[src/hw/rtl/ilc_pkg.sv]
`default_nettype none

package ilc_pkg;

	// Character codes used by the automata
	localparam logic [7:0] CH_ZERO  = 8'h30;
	localparam logic [7:0] CH_ONE   = 8'h31;
	localparam logic [7:0] CH_SEVEN = 8'h37;
	localparam logic [7:0] CH_NINE  = 8'h39;
	localparam logic [7:0] CH_PLUS  = 8'h2B;
	localparam logic [7:0] CH_MINUS = 8'h2D;
	localparam logic [7:0] CH_LC_A  = 8'h61;
	localparam logic [7:0] CH_LC_F  = 8'h66;
	localparam logic [7:0] CH_UC_A  = 8'h41;
	localparam logic [7:0] CH_UC_F  = 8'h46;
	localparam logic [7:0] CH_LC_X  = 8'h78;
	localparam logic [7:0] CH_UC_X  = 8'h58;
	localparam logic [7:0] CH_LC_U  = 8'h75;
	localparam logic [7:0] CH_UC_U  = 8'h55;
	localparam logic [7:0] CH_LC_L  = 8'h6C;
	localparam logic [7:0] CH_UC_L  = 8'h4C;

	// Token classification reported on the last character
	typedef enum logic [2:0] {
		KIND_BAD_CHARS  = 3'd0,
		KIND_DEC        = 3'd1,
		KIND_DEC_SUFFIX = 3'd2,
		KIND_HEX        = 3'd3,
		KIND_HEX_SUFFIX = 3'd4,
		KIND_OCT        = 3'd5,
		KIND_OCT_SUFFIX = 3'd6,
		KIND_NONE       = 3'd7
	} kind_t;

	typedef enum logic [2:0] {
		DEC_START  = 3'd0,
		DEC_SIGN   = 3'd1,
		DEC_DIGITS = 3'd2,
		DEC_U      = 3'd3,
		DEC_L      = 3'd4,
		DEC_UL     = 3'd5,
		DEC_REJECT = 3'd6
	} dec_state_t;

	typedef enum logic [3:0] {
		HEX_START  = 4'd0,
		HEX_SIGN   = 4'd1,
		HEX_ZERO   = 4'd2,
		HEX_PREFIX = 4'd3,
		HEX_DIGITS = 4'd4,
		HEX_U      = 4'd5,
		HEX_L      = 4'd6,
		HEX_UL     = 4'd7,
		HEX_REJECT = 4'd8
	} hex_state_t;

	typedef enum logic [2:0] {
		OCT_START  = 3'd0,
		OCT_SIGN   = 3'd1,
		OCT_ZERO   = 3'd2,
		OCT_DIGITS = 3'd3,
		OCT_U      = 3'd4,
		OCT_L      = 3'd5,
		OCT_UL     = 3'd6,
		OCT_REJECT = 3'd7
	} oct_state_t;

	// Scanner step control handed from the pipeline to the automata
	typedef struct packed {
		logic en;
		logic last;
	} step_t;

	function automatic logic is_u(input logic [7:0] c);
		return (c == CH_LC_U) || (c == CH_UC_U);
	endfunction

	function automatic logic is_l(input logic [7:0] c);
		return (c == CH_LC_L) || (c == CH_UC_L);
	endfunction

	function automatic logic is_sign(input logic [7:0] c);
		return (c == CH_PLUS) || (c == CH_MINUS);
	endfunction

	function automatic logic is_digit(input logic [7:0] c);
		return (c >= CH_ZERO) && (c <= CH_NINE);
	endfunction

	function automatic logic in_alphabet(input logic [7:0] c);
		return is_digit(c) || is_sign(c) ||
			((c >= CH_LC_A) && (c <= CH_LC_F)) || ((c >= CH_UC_A) && (c <= CH_UC_F)) ||
			(c == CH_LC_X) || (c == CH_UC_X) || is_u(c) || is_l(c);
	endfunction

	// Decimal automaton: no leading zero, then optional u/l suffix pair
	function automatic dec_state_t dec_next(input dec_state_t s, input logic [7:0] c);
		dec_state_t n;
		n = DEC_REJECT;
		unique case (s)
			DEC_START: begin
				if (is_digit(c) && (c != CH_ZERO)) n = DEC_DIGITS;
				else if (is_sign(c)) n = DEC_SIGN;
			end
			DEC_SIGN: begin
				if (is_digit(c) && (c != CH_ZERO)) n = DEC_DIGITS;
			end
			DEC_DIGITS: begin
				if (is_digit(c)) n = DEC_DIGITS;
				else if (is_u(c)) n = DEC_U;
				else if (is_l(c)) n = DEC_L;
			end
			DEC_U: begin
				if (is_l(c)) n = DEC_UL;
			end
			DEC_L: begin
				if (is_u(c)) n = DEC_UL;
			end
			DEC_UL, DEC_REJECT: n = DEC_REJECT;
			default: n = DEC_REJECT;
		endcase
		return n;
	endfunction

	// Hex automaton: any byte outside x/u/l/sign/0 counts as a hex digit
	function automatic hex_state_t hex_next(input hex_state_t s, input logic [7:0] c);
		logic is_x;
		logic is_other;
		hex_state_t n;
		is_x = (c == CH_LC_X) || (c == CH_UC_X);
		is_other = !is_x && !is_u(c) && !is_l(c) && !is_sign(c) && (c != CH_ZERO);
		n = HEX_REJECT;
		unique case (s)
			HEX_START: begin
				if (is_sign(c)) n = HEX_SIGN;
				else if (c == CH_ZERO) n = HEX_ZERO;
			end
			HEX_SIGN: begin
				if (c == CH_ZERO) n = HEX_ZERO;
			end
			HEX_ZERO: begin
				if (is_x) n = HEX_PREFIX;
			end
			HEX_PREFIX: begin
				if (is_other || (c == CH_ZERO)) n = HEX_DIGITS;
			end
			HEX_DIGITS: begin
				if (is_other || (c == CH_ZERO)) n = HEX_DIGITS;
				else if (is_u(c)) n = HEX_U;
				else if (is_l(c)) n = HEX_L;
			end
			HEX_U: begin
				if (is_l(c)) n = HEX_UL;
			end
			HEX_L: begin
				if (is_u(c)) n = HEX_UL;
			end
			HEX_UL, HEX_REJECT: n = HEX_REJECT;
			default: n = HEX_REJECT;
		endcase
		return n;
	endfunction

	// Octal automaton: leading 0, then digits 0-7, then optional suffix pair
	function automatic oct_state_t oct_next(input oct_state_t s, input logic [7:0] c);
		logic is_oct;
		oct_state_t n;
		is_oct = (c >= CH_ZERO) && (c <= CH_SEVEN);
		n = OCT_REJECT;
		unique case (s)
			OCT_START: begin
				if (is_sign(c)) n = OCT_SIGN;
				else if (c == CH_ZERO) n = OCT_ZERO;
			end
			OCT_SIGN: begin
				if (c == CH_ZERO) n = OCT_ZERO;
			end
			OCT_ZERO: begin
				if (is_oct) n = OCT_DIGITS;
			end
			OCT_DIGITS: begin
				if (is_oct) n = OCT_DIGITS;
				else if (is_u(c)) n = OCT_U;
				else if (is_l(c)) n = OCT_L;
			end
			OCT_U: begin
				if (is_l(c)) n = OCT_UL;
			end
			OCT_L: begin
				if (is_u(c)) n = OCT_UL;
			end
			OCT_UL, OCT_REJECT: n = OCT_REJECT;
		endcase
		return n;
	endfunction

endpackage

`default_nettype wire

[src/hw/rtl/ilc_automata.sv]
`default_nettype none

module ilc_automata import ilc_pkg::*; (
	input  wire logic       clk,
	input  wire logic       arst_n,
	input  wire step_t      step,
	input  wire logic [7:0] ch,
	output kind_t           kind
);

	dec_state_t dec_state_q, dec_state_d;
	hex_state_t hex_state_q, hex_state_d;
	oct_state_t oct_state_q, oct_state_d;
	logic       bad_seen_q, bad_seen_d;

	// One table step per character for each automaton
	always_comb begin
		dec_state_d = dec_next(dec_state_q, ch);
		hex_state_d = hex_next(hex_state_q, ch);
		oct_state_d = oct_next(oct_state_q, ch);
		bad_seen_d  = bad_seen_q || !in_alphabet(ch);
	end

	// Classification from the post-step states, in priority order
	always_comb begin
		priority if (bad_seen_d) kind = KIND_BAD_CHARS;
		else if (dec_state_d == DEC_DIGITS) kind = KIND_DEC;
		else if ((dec_state_d == DEC_U) || (dec_state_d == DEC_L) ||
			(dec_state_d == DEC_UL)) kind = KIND_DEC_SUFFIX;
		else if ((hex_state_d == HEX_PREFIX) || (hex_state_d == HEX_DIGITS)) kind = KIND_HEX;
		else if ((hex_state_d == HEX_U) || (hex_state_d == HEX_L) ||
			(hex_state_d == HEX_UL)) kind = KIND_HEX_SUFFIX;
		else if ((oct_state_d == OCT_ZERO) || (oct_state_d == OCT_DIGITS)) kind = KIND_OCT;
		else if ((oct_state_d == OCT_U) || (oct_state_d == OCT_L) ||
			(oct_state_d == OCT_UL)) kind = KIND_OCT_SUFFIX;
		else kind = KIND_NONE;
	end

	// State registers: step on every character, back to start after the last one
	always_ff @(posedge clk or negedge arst_n) begin
		if (!arst_n) begin
			dec_state_q <= DEC_START;
			hex_state_q <= HEX_START;
			oct_state_q <= OCT_START;
			bad_seen_q  <= 1'b0;
		end else if (step.en) begin
			if (step.last) begin
				dec_state_q <= DEC_START;
				hex_state_q <= HEX_START;
				oct_state_q <= OCT_START;
				bad_seen_q  <= 1'b0;
			end else begin
				dec_state_q <= dec_state_d;
				hex_state_q <= hex_state_d;
				oct_state_q <= oct_state_d;
				bad_seen_q  <= bad_seen_d;
			end
		end
	end

endmodule

`default_nettype wire

[src/hw/rtl/integer_literal_classifier_core.sv]
`default_nettype none

// Integer literal classifier. Feed the characters of a token one byte per beat
// on ch, with last set on the final character; one beat on the result channel
// follows each token, carrying kind (0 invalid characters, 1/2 decimal without/
// with u-l suffix, 3/4 hex, 5/6 octal, 7 not an integer constant). Characters
// are taken at one per cycle unless a last character waits for a free result slot:
// each beat passes an input register, then a single table step of the decimal,
// hex and octal automata plus the alphabet check, and the state registers close
// that loop. The result register is loaded as the last character leaves the input
// register, once the result slot is free; that edge also returns the scanner
// state to start, so the next token can follow with no gap. The result register
// lets the scanner consume characters of the next token while a result waits.

module integer_literal_classifier_core import ilc_pkg::*; (
	input  wire logic       clk,
	input  wire logic       arst_n,
	input  wire logic       in_valid,
	output logic            in_ready,
	input  wire logic [7:0] ch,
	input  wire logic       last,
	output logic            out_valid,
	input  wire logic       out_ready,
	output logic [2:0]      kind
);

	logic       valid_s1;
	logic [7:0] ch_s1;
	logic       last_s1;
	logic       out_valid_q;
	kind_t      kind_q;
	kind_t      kind_c;
	logic       out_free;
	logic       advance;
	step_t      step;

	// Flow control: a non-last beat always steps, a last beat needs a free result slot
	assign out_free = !out_valid_q || out_ready;
	assign advance  = valid_s1 && (!last_s1 || out_free);
	assign in_ready = !valid_s1 || advance;

	assign step.en   = advance;
	assign step.last = last_s1;

	// Input register
	always_ff @(posedge clk or negedge arst_n) begin
		if (!arst_n) begin
			valid_s1 <= 1'b0;
		end else if (in_valid && in_ready) begin
			valid_s1 <= 1'b1;
		end else if (advance) begin
			valid_s1 <= 1'b0;
		end
	end

	always_ff @(posedge clk) begin
		if (in_valid && in_ready) begin
			ch_s1   <= ch;
			last_s1 <= last;
		end
	end

	ilc_automata u_automata (
		.clk    (clk),
		.arst_n (arst_n),
		.step   (step),
		.ch     (ch_s1),
		.kind   (kind_c)
	);

	// Result register
	always_ff @(posedge clk or negedge arst_n) begin
		if (!arst_n) begin
			out_valid_q <= 1'b0;
		end else if (advance && last_s1) begin
			out_valid_q <= 1'b1;
		end else if (out_ready) begin
			out_valid_q <= 1'b0;
		end
	end

	always_ff @(posedge clk) begin
		if (advance && last_s1) begin
			kind_q <= kind_c;
		end
	end

	assign out_valid = out_valid_q;
	assign kind      = kind_q;

endmodule

`default_nettype wire

[config.mk]
export PLATFORM = sky130hd
export DESIGN_NAME = integer_literal_classifier_core
export DESIGN_NICKNAME = d
export VERILOG_FILES = /design/src/hw/rtl/ilc_pkg.sv /design/src/hw/rtl/ilc_automata.sv /design/src/hw/rtl/integer_literal_classifier_core.sv
export SDC_FILE = /design/constraint.sdc
export NUM_CORES = 1
export LEC_CHECK = 0
export BUFFER_PORTS_ARGS = -buffer_cell sky130_fd_sc_hd__buf_2
export CORE_AREA = 2 2 57 59
export DETAILED_ROUTE_END_ITERATION = 10
export DIE_AREA = 0 0 59 61
export HOLD_SLACK_MARGIN = 0.03
export PLACE_DENSITY_LB_ADDON = 0.2
export SKIP_LAST_GASP = 1
export SLEW_MARGIN = 10
export SYNTH_ARGS = -nofsm -noshare
export SYNTH_HDL_FRONTEND = slang
export SYNTH_SLANG_ARGS = --single-unit
export TNS_END_PERCENT = 1
[constraint.sdc]
create_clock -name clk -period 2.2 [get_ports clk]
set_input_delay 0.22 -clock clk [delete_from_list [all_inputs] [get_ports clk]]
set_output_delay 0.22 -clock clk [all_outputs]
set_load 0.05 [all_outputs]
==> results.ini <==
[clock_network]
cts_buffers = 3
h-tree-depth = 1
clk_pin_slew_worst_paths_ps = 140
clock_latency_ps = 330
cts_tree = yes
cts.path.max_buffers = 2
cts-root-buf = clkbuf_4
clock_sinks = 25

[run_status]
status = finished clean

[die]
dieArea_sq_mm = 0.00360
ios = 18
placementRows = 20
core_area_sq_mm = 0.00295
die_w_microns = 59
die_height_microns = 61
initial_core_util_pct = 56.5

[synthesis]
syn_inst = 174
synthFlopType = dfrtp_1
async_flop_share_pct = 52.0
synth-seq-cells = 25
syn_area_sq_mm = 0.00167
synth-seq-area-share_pct = 41.1
synth_cell_types = 57
synth_edf_count = 12
synth_nets = 187
syn_avg_cell_area_sq_um = 9.59
ys_warn_count = 0

[sta]
finalMaxSlewViolations = 0
fin_worst_skew_ps = 8.63
rsz0062_at_grt = true
max_slew_margin_pct = 71.1
period_minus_slack_ps = 2140
hold_violations = 0
setup_viol = 0
period_share_pct = 97.1
fmax_mhz = 468
setup_ws_ps = 64.6
worst_pin_slew_ps = 434

[power_and_ir_drop]
p_sw_share_pct = 30.8
clock_power_share_pct = 21.1
leakage_nw = 0.797
power.switching_w = 0.000308
power_density_mw_per_mm2 = 497
intPower_w = 0.000690
ir_worst_vdd_v = 0.000325
seq_power_share_pct = 58.4
power_w = 0.000998
combPwrFrac_pct = 20.5

[layout]
post-route-util_pct = 68.1
layout.nets = 223
design_area_sq_mm = 0.00201
layout_common_cells = 22 x buf_4, 17 x buf_2, 14 x nand2_1
antenna_cells = 0
area_growth_pct = 20.4
final_common_cell = buf_4
drive_above_1_share_pct = 31.6
fill_cells = 240
finalNonFillerCells = 242

[setup_path]
r2r_end = kind[1]
critical_path.slowest_cell = edfxtp_1
crit_family = simple AND/OR/NAND/NOR gates
worst_ep_required_time_ps = 2380
crit_arrival_ps = 2310
max_stage_delay_ps = 530
r2r_setup_slack_ps = 60
reg2reg_depth = 6
worst-path-stages = 6
rr_startpoint = ch_s1[4]
endpoint_kind = register
cp-endpoint = kind[1]
crit_start = ch_s1[4]
start_kind = register
critPathKind = reg2reg
critPathBufInv = 0
crit_fanout = 8
path_cells = or3b_4 -> o22ai_2 -> nand3_2 -> o31ai_4 -> mux2_4 -> a211oi_2

[routing]
dr.pass1.iters = 4
detail_route.wl_per_cell_microns = 17.5
drt-initial-drc-count = 111
num_vias = 1571
ant_nets = 0
drcViolationCount = 0
wl_microns = 4240
vias_per_cell = 6.49

[placement]
pre_cts_ws_ps = 42.8
place_area_sq_mm = 0.00186
dp_cells = 229
io_buffers = 17
gp_congestion = 0.995
dp_hpwl_microns = 3130

[global_route]
grt_max_degree = 14
grt_pass1_wl_microns = 6700
grt_pass1_vias = 1438
grt_use_total_pct = 25.1
antenna_found_initial = 0
overflow = 0

[hold_path]
min_path_type = in2reg

[run]
maxCapViolCount = 0

## power by group through the flow
stage | clock (W) | sequential, W | combinational, W
global route | 0.000226 | 0.000590 | 0.000224
detailed placement | 0 | 0.000591 | 0.000182
CTS | 0.000213 | 0.000582 | 0.000185
global placement | 0 | 0.000589 | 0.000178
floorplan | 0 | 0.000590 | 0.000117
finish | 0.000211 | 0.000583 | 0.000204
## Yosys cell counts (2+ instances only)
master	instances	share of area [%]
and3b_1	2	1.0
nand2_1	14	3.1
a21oi_1	5	1.5
a31oi_1	2	0.75
buf_2	2	0.60
a21o_1	3	1.3
a22o_1	2	1.0
nor3b_1	2	0.90
a211oi_2	2	1.5
o2111ai_1	2	1.0
o21ai_0	9	2.7
o31ai_1	2	0.90
nand3b_1	3	1.3
or3_1	2	0.75
nor2b_1	4	1.5
inv_1	7	1.6
nand3_1	7	2.1
nor2_1	13	2.9
edfxtp_1	12	22
clkbuf_1	6	1.3
nand4_1	3	1.1
nor3_1	10	3.0
a211o_1	2	1.0
nand2b_1	7	2.6
o22ai_1	3	1.1
o21bai_1	2	0.90
nand4b_1	2	1.0
dfrtp_1	13	19
o211ai_1	3	1.3
## metal layers
| metal | vias up | track usage (%) | share of wire (%) |
|---|---|---|---|
| met4 | 0 | 11.7 | 3.1 |
| met2 | 70 | 38.9 | 48 |
| met3 | 17 | 6.40 | 7.2 |
| met1 | 756 | 33.0 | 42 |
| li1 | 728 | - | - |
| met5 | - | 0 | 0 |
## worst min path at each step
stage	start	endpoint	cells past startpoint
after floorplan	arst_n	out_valid	0
after global placement	arst_n	u_automata.dec_state_q[0]	1
after detailed placement	arst_n	u_automata.dec_state_q[0]	1
after CTS	ch[7]	ch_s1[7]	1
after global routing	last	last_s1	1
final	ch[2]	ch_s1[2]	1
## flip-flops by register name, indices dropped and copies added (netlist names)
| name | flops |
|---|---|
| u_automata.bad_seen_q | 1 |
| ch_s1 | 8 |
| last_s1 | 1 |
| out_valid | 1 |
| u_automata.oct_state_q | 3 |
| kind | 3 |
| u_automata.dec_state_q | 3 |
| u_automata.hex_state_q | 4 |
| valid_s1 | 1 |
## what timing repair did
action / 4_1_cts / 5_1_grt
pin swaps: 0 / 4
endpoints found under the setup margin: 1 / 3
endpoints found under the hold margin: 13 / 0
hold buffers: 1 / 0
setup buffers: 0 / 8
gates resized for setup: 1 / 11
## cell families after synthesis
group           Yosys count  synth area share, %
xor+xnor                  2                 1.05
compound gates           48                 23.2
flops                    25                 41.1
buf+inv                  16                 4.20
simple gates             82                 29.6
mux                       1                0.899
## stage by stage
step / hold slack [ps] / TNS, ps
after floorplan: -75.6 / 0
after global placement: 123 / 0
after detailed placement: 136 / 0
after CTS: 53.2 / 0
after global routing: 37.0 / -27.3
final: 50.6 / 0
## layout make-up
class	instances	area [sq um]	share of cell area (%)
Sequential cell	25	686	34.1
Timing Repair Buffer	40	260	13.0
Inverter	7	26.3	1.31
Multi-Input combinational cell	133	970	48.3
Clock buffer	4	26.3	1.31
Tap cell	33	41.3	2.05
Power figures use the tool's default switching activity.
